### config.mk
export PLATFORM = sky130hd
export DESIGN_NAME = hvt_merge
export DESIGN_NICKNAME = d
export VERILOG_FILES = /design/src/assert_macros.svh /design/src/hvt_pkg.sv /design/src/hvt_merge.sv
export SDC_FILE = /design/constraint.sdc
export NUM_CORES = 1
export LEC_CHECK = 0
export BUFFER_PORTS_ARGS = -buffer_cell sky130_fd_sc_hd__buf_4
export CORE_MARGIN = 8
export CORE_UTILIZATION = 44
export DETAILED_ROUTE_END_ITERATION = 8
export PLACE_DENSITY = 0.84
export SLEW_MARGIN = 20
export SYNTH_ARGS = -nofsm -noshare
export SYNTH_HDL_FRONTEND = slang
export SYNTH_SLANG_ARGS = --single-unit
### constraint.sdc
create_clock -name i_clk -period 9.12 [get_ports i_clk]
set_input_delay 0.456 -clock i_clk [delete_from_list [all_inputs] [get_ports i_clk]]
set_output_delay 0.456 -clock i_clk [all_outputs]
set_load 0.01 [all_outputs]
### src/assert_macros.svh
// Assertion macros for the vertex transform RTL, used by its top module.
// Simulation builds get checks; synthesis builds get empty bodies.
`ifndef ASSERT_MACROS_SVH
`define ASSERT_MACROS_SVH
`ifndef SYNTHESIS
// Checked on every clock edge outside reset.
`define HVT_ASSERT(lbl, prop, msg) \
    lbl: assert property (@(posedge i_clk) disable iff (!i_rst_n) prop) \
        else $error(msg);
// Checked on every clock edge, reset included.
`define HVT_ASSERT_ALWAYS(lbl, prop, msg) \
    lbl: assert property (@(posedge i_clk) prop) else $error(msg);
`else
`define HVT_ASSERT(lbl, prop, msg)
`define HVT_ASSERT_ALWAYS(lbl, prop, msg)
`endif
`endif

### src/hvt_pkg.sv
// Shared constants and types for the homogeneous vertex transform.
// No dependencies; used by every module of the block.
package hvt_pkg;

    localparam int DIM       = 4;
    localparam int WORD_W    = 32;
    localparam int FRAC_W    = 16;
    localparam int PROD_W    = 2 * WORD_W;
    localparam int PAIR_W    = PROD_W + 1;
    localparam int SUM_W     = PROD_W + 2;
    localparam int SHR_W     = SUM_W - FRAC_W;
    localparam int NUM_REGS  = 8;
    localparam int CFG_IDX_W = 3;
    localparam int CFG_W     = 64;
    localparam int VEC_W     = DIM * WORD_W;

    localparam logic [WORD_W-1:0] WORD_MAX = 32'h7FFF_FFFF;
    localparam logic [WORD_W-1:0] WORD_MIN = 32'h8000_0000;

    // Identity matrix: diagonal entry 1.0 in Q16.16
    localparam logic [CFG_W-1:0] COEF_RESET [NUM_REGS] = '{
        64'h0000_0000_0001_0000,
        64'h0000_0000_0000_0000,
        64'h0001_0000_0000_0000,
        64'h0000_0000_0000_0000,
        64'h0000_0000_0000_0000,
        64'h0000_0000_0001_0000,
        64'h0000_0000_0000_0000,
        64'h0001_0000_0000_0000
    };

    typedef logic [DIM-1:0][WORD_W-1:0] t_vec;

    // Load enables of the three lane stages
    typedef struct packed {
        logic s1;
        logic s2;
        logic s3;
    } t_stage_en;

endpackage

### src/hvt_merge.sv
// Merge stage: gathers the lane results into one beat and ORs the clip flags.
// Depends on hvt_pkg; fed by the hvt_lane instances.
module hvt_merge
    import hvt_pkg::*;
(
    input  logic  i_clk,
    input  logic  i_rst_n,
    input  logic  i_valid,
    input  t_vec  i_res,
    input  logic  [DIM-1:0] i_sat,
    input  logic  i_m_tready,
    output logic  o_load,
    output logic  o_m_tvalid,
    output logic  [VEC_W-1:0] o_m_tdata,  // out_x, out_y, out_z, out_h
    output logic  o_m_tuser               // saturated
);

    logic             r_vld;
    logic [VEC_W-1:0] r_data;
    logic             r_sat;

    // Take a new beat when empty or when the held one leaves this cycle
    assign o_load = !r_vld || i_m_tready;

    always_ff @(posedge i_clk) begin
        if (!i_rst_n) begin
            r_vld <= 1'b0;
        end else if (o_load) begin
            r_vld <= i_valid;
        end
    end

    always_ff @(posedge i_clk) begin
        if (o_load) begin
            r_data <= i_res;
            r_sat  <= |i_sat;
        end
    end

    assign o_m_tvalid = r_vld;
    assign o_m_tdata  = r_data;
    assign o_m_tuser  = r_sat;

endmodule
==> results.py <==
metrics = {
    "power_and_ir_drop": {
        "ir_drop_uv": 159.0,
        "p_per_area_nw_per_um2": 223.1,
        "p_leak_nw": 2.903,
    },
    "timing": {
        "timing.setup.tns_ns": 0,
        "setup_violations": 0,
        "fin_crit_sh_pct": 25.16,
        "tightest_slew_ns": 1.031,
        "fmax_ghz": 0.4358,
        "maxSlewHeadroom_pct": 31.26,
        "min_period_ns": 2.295,
        "clock_skew_ns": 0.008567,
        "hold_viol": 0,
        "rsz0062_at_grt": "no",
        "final-max-slew-violation-count": 0,
    },
    "synthesis": {
        "ys_seq_elements": 130,
        "syn_nets": 270,
        "async_flop_share_pct": 0,
        "synth_top_area_share_pct": 98.85,
        "synthFlopType": "edfxtp_1",
        "synth_area_um2": 3919,
        "yosysTopAreaCell": "edfxtp_1",
        "yosysUniqueCellTypes": 6,
        "yosysSeqAreaShare_pct": 99.36,
        "synthMostInstantiatedCell": "edfxtp_1",
        "ys_top_cells_by_area": "edfxtp_1 (99%), dfxtp_1 (0.51%), a21boi_0 (0.19%)",
        "ys.warnings.count": 0,
        "synth_enable_flop_cells": 129,
        "synth_cells": 134,
        "synth.avg_cell_area_um2": 29.24,
    },
    "die": {
        "die_h_um": 110.4,
        "dieArea_um2": 12180,
        "start_util_pct": 45.16,
        "core_um2": 8678,
        "chipWidth_um": 110.4,
        "rows": 34,
        "io_pins": 267,
    },
    "worst_setup_path": {
        "start_kind": "flip-flop",
        "path_cells": "nand2b_4 -> buf_4",
        "r2r_slack_ns": 6.91,
        "cp.required_ns": 8.66,
        "worst-r2r-cell-count": 2,
        "reg2reg_to": "o_m_tdata[32]",
        "crit_type": "flip-flop to output pin",
        "r2r-start": "o_m_tvalid",
        "critPathCaptureType": "output pin",
        "worstPathMaxFanout": 79,
        "slowest_stage": "nand2b_4",
        "critPathBufInv": 1,
        "critPathArrivalTime_ns": 1.84,
        "path_delay_family": "simple AND/OR/NAND/NOR gates",
        "slowest_delay_ns": 0.75,
    },
    "clock_tree": {
        "cts_tree": "yes",
        "cts.sinks": 130,
        "cts-resized-gates": 0,
        "clockBufferDepth": 2,
        "clk_pin_slew_ns": 0.06,
        "postCtsHoldBufs": 0,
        "insertion_delay_ns": 0.49,
        "root_buffer": "clkbuf_8",
        "numCtsBuffers": 17,
        "cts_setup_buffers": 0,
        "cts_max_level": 4,
    },
    "run_status": {
        "status": "complete, no violations",
    },
    "route": {
        "viasPerCell": 4.574,
        "drt.antenna.violating_nets": 0,
        "wl_um": 11350,
        "drc_errors": 0,
        "drt_iter0_drc": 115,
        "vias": 2470,
        "routedWlPerCell_um": 21.02,
        "first_pass_iters": 4,
    },
    "placement": {
        "post-dp-hpwl_um": 8980,
        "placement.cell_area_um2": 6066,
        "place_congestion": 0.7008,
        "port_buffers": 266,
    },
    "final_layout": {
        "regArea_um2": 3894,
        "drive_gt1_share_pct": 68.06,
        "diodes": 0,
        "fill_cells": 522,
        "synthToLayoutAreaGrowth_pct": 68.61,
        "layout.nets": 556,
        "multi_input_area_um2": 28.78,
        "postLayoutCellArea_um2": 6608,
    },
    "hold_path": {
        "hold_path.class": "primary input to flip-flop",
        "hold_start": "i_res[5]",
        "min_to": "o_m_tdata[5]",
        "holdPathStages": 1,
    },
    "grt": {
        "grt_max_degree": 80,
        "gr-total-overflow": 0,
        "grt_usage_pct": 17.84,
        "grt_pass1_wl_um": 15500,
        "antenna_found_initial": 0,
        "grt_pass1_vias": 2681,
    },
    "job": {
        "drv_cap": 0,
    },
}
[per-stage QoR]
step / setup WS [ns] / hold WS (ns) / std cells / util (%) / power, mW
floorplan: 4.803 / 0.5549 / 134 / - / 0.7595
global placement: 6.782 / 0.6339 / 509 / 69.90 / 0.8644
detailed placement: 6.664 / 0.6353 / 509 / 69.90 / 0.8710
CTS: 6.756 / 0.1089 / 540 / 76.14 / 1.489
global route: 6.695 / 0.1057 / 540 / 76.14 / 1.521
finish: 6.825 / 0.1367 / 540 / 76.14 / 1.474
[cell families after synthesis]
group / synth area share [%]
AND/OR/NAND/NOR: 0.3514
buffers and inverters: 0.09569
AO/OA/AOI/OAI: 0.1916
flip-flops: 99.36
[routing by layer]
metal / wire [um] / GRT usage (%)
met1: 3546 / 16.69
met3: 1764 / 11.22
met2: 5911 / 31.19
met5: 0 / 0
met4: 125 / 5.709
[state kept, by name, indices dropped and copies added, names as in the netlist]
signal / cells
o_m_tdata: 128
o_m_tuser: 1
o_m_tvalid: 1
[cells in the final DEF (no fill, tap or decap), drive strengths merged]
master / count
bufinv: 2
inv: 1
edfxtp: 129
clkinv: 7
clkbuf: 21
dfxtp: 1
or4: 1
a21boi: 1
clkinvlp: 1
buf: 267
nand2b: 1
[power breakdown]
group          switching [mW]  total, mW  internal, mW
registers              0.0119      0.716         0.704
logic                  0.0580      0.140        0.0824
clock network           0.232      0.618         0.386
total                   0.302       1.47          1.17
[cell type report]
| class | count | share of cell area, % |
|---|---|---|
| sequential | 130 | 58.93 |
| timing repair buffer | 267 | 30.34 |
| clock buffer | 21 | 6.495 |
| tap | 108 | 2.045 |
| clock inverter | 10 | 1.704 |
| multi-input combinational | 3 | 0.4355 |
| inverter | 1 | 0.05681 |
[worst max path at each step]
stage	startpoint	end	slack, ns	cells after the start
after floorplan	i_m_tready	o_m_tvalid	4.80	2
after global placement	i_m_tready	o_m_tdata[97]	6.78	3
after detailed placement	i_m_tready	o_m_tdata[97]	6.66	3
after CTS	o_m_tvalid	o_load	6.76	2
after global routing	o_m_tvalid	o_load	6.69	2
final	o_m_tvalid	o_load	6.83	2
Power figures use the tool's default switching activity.
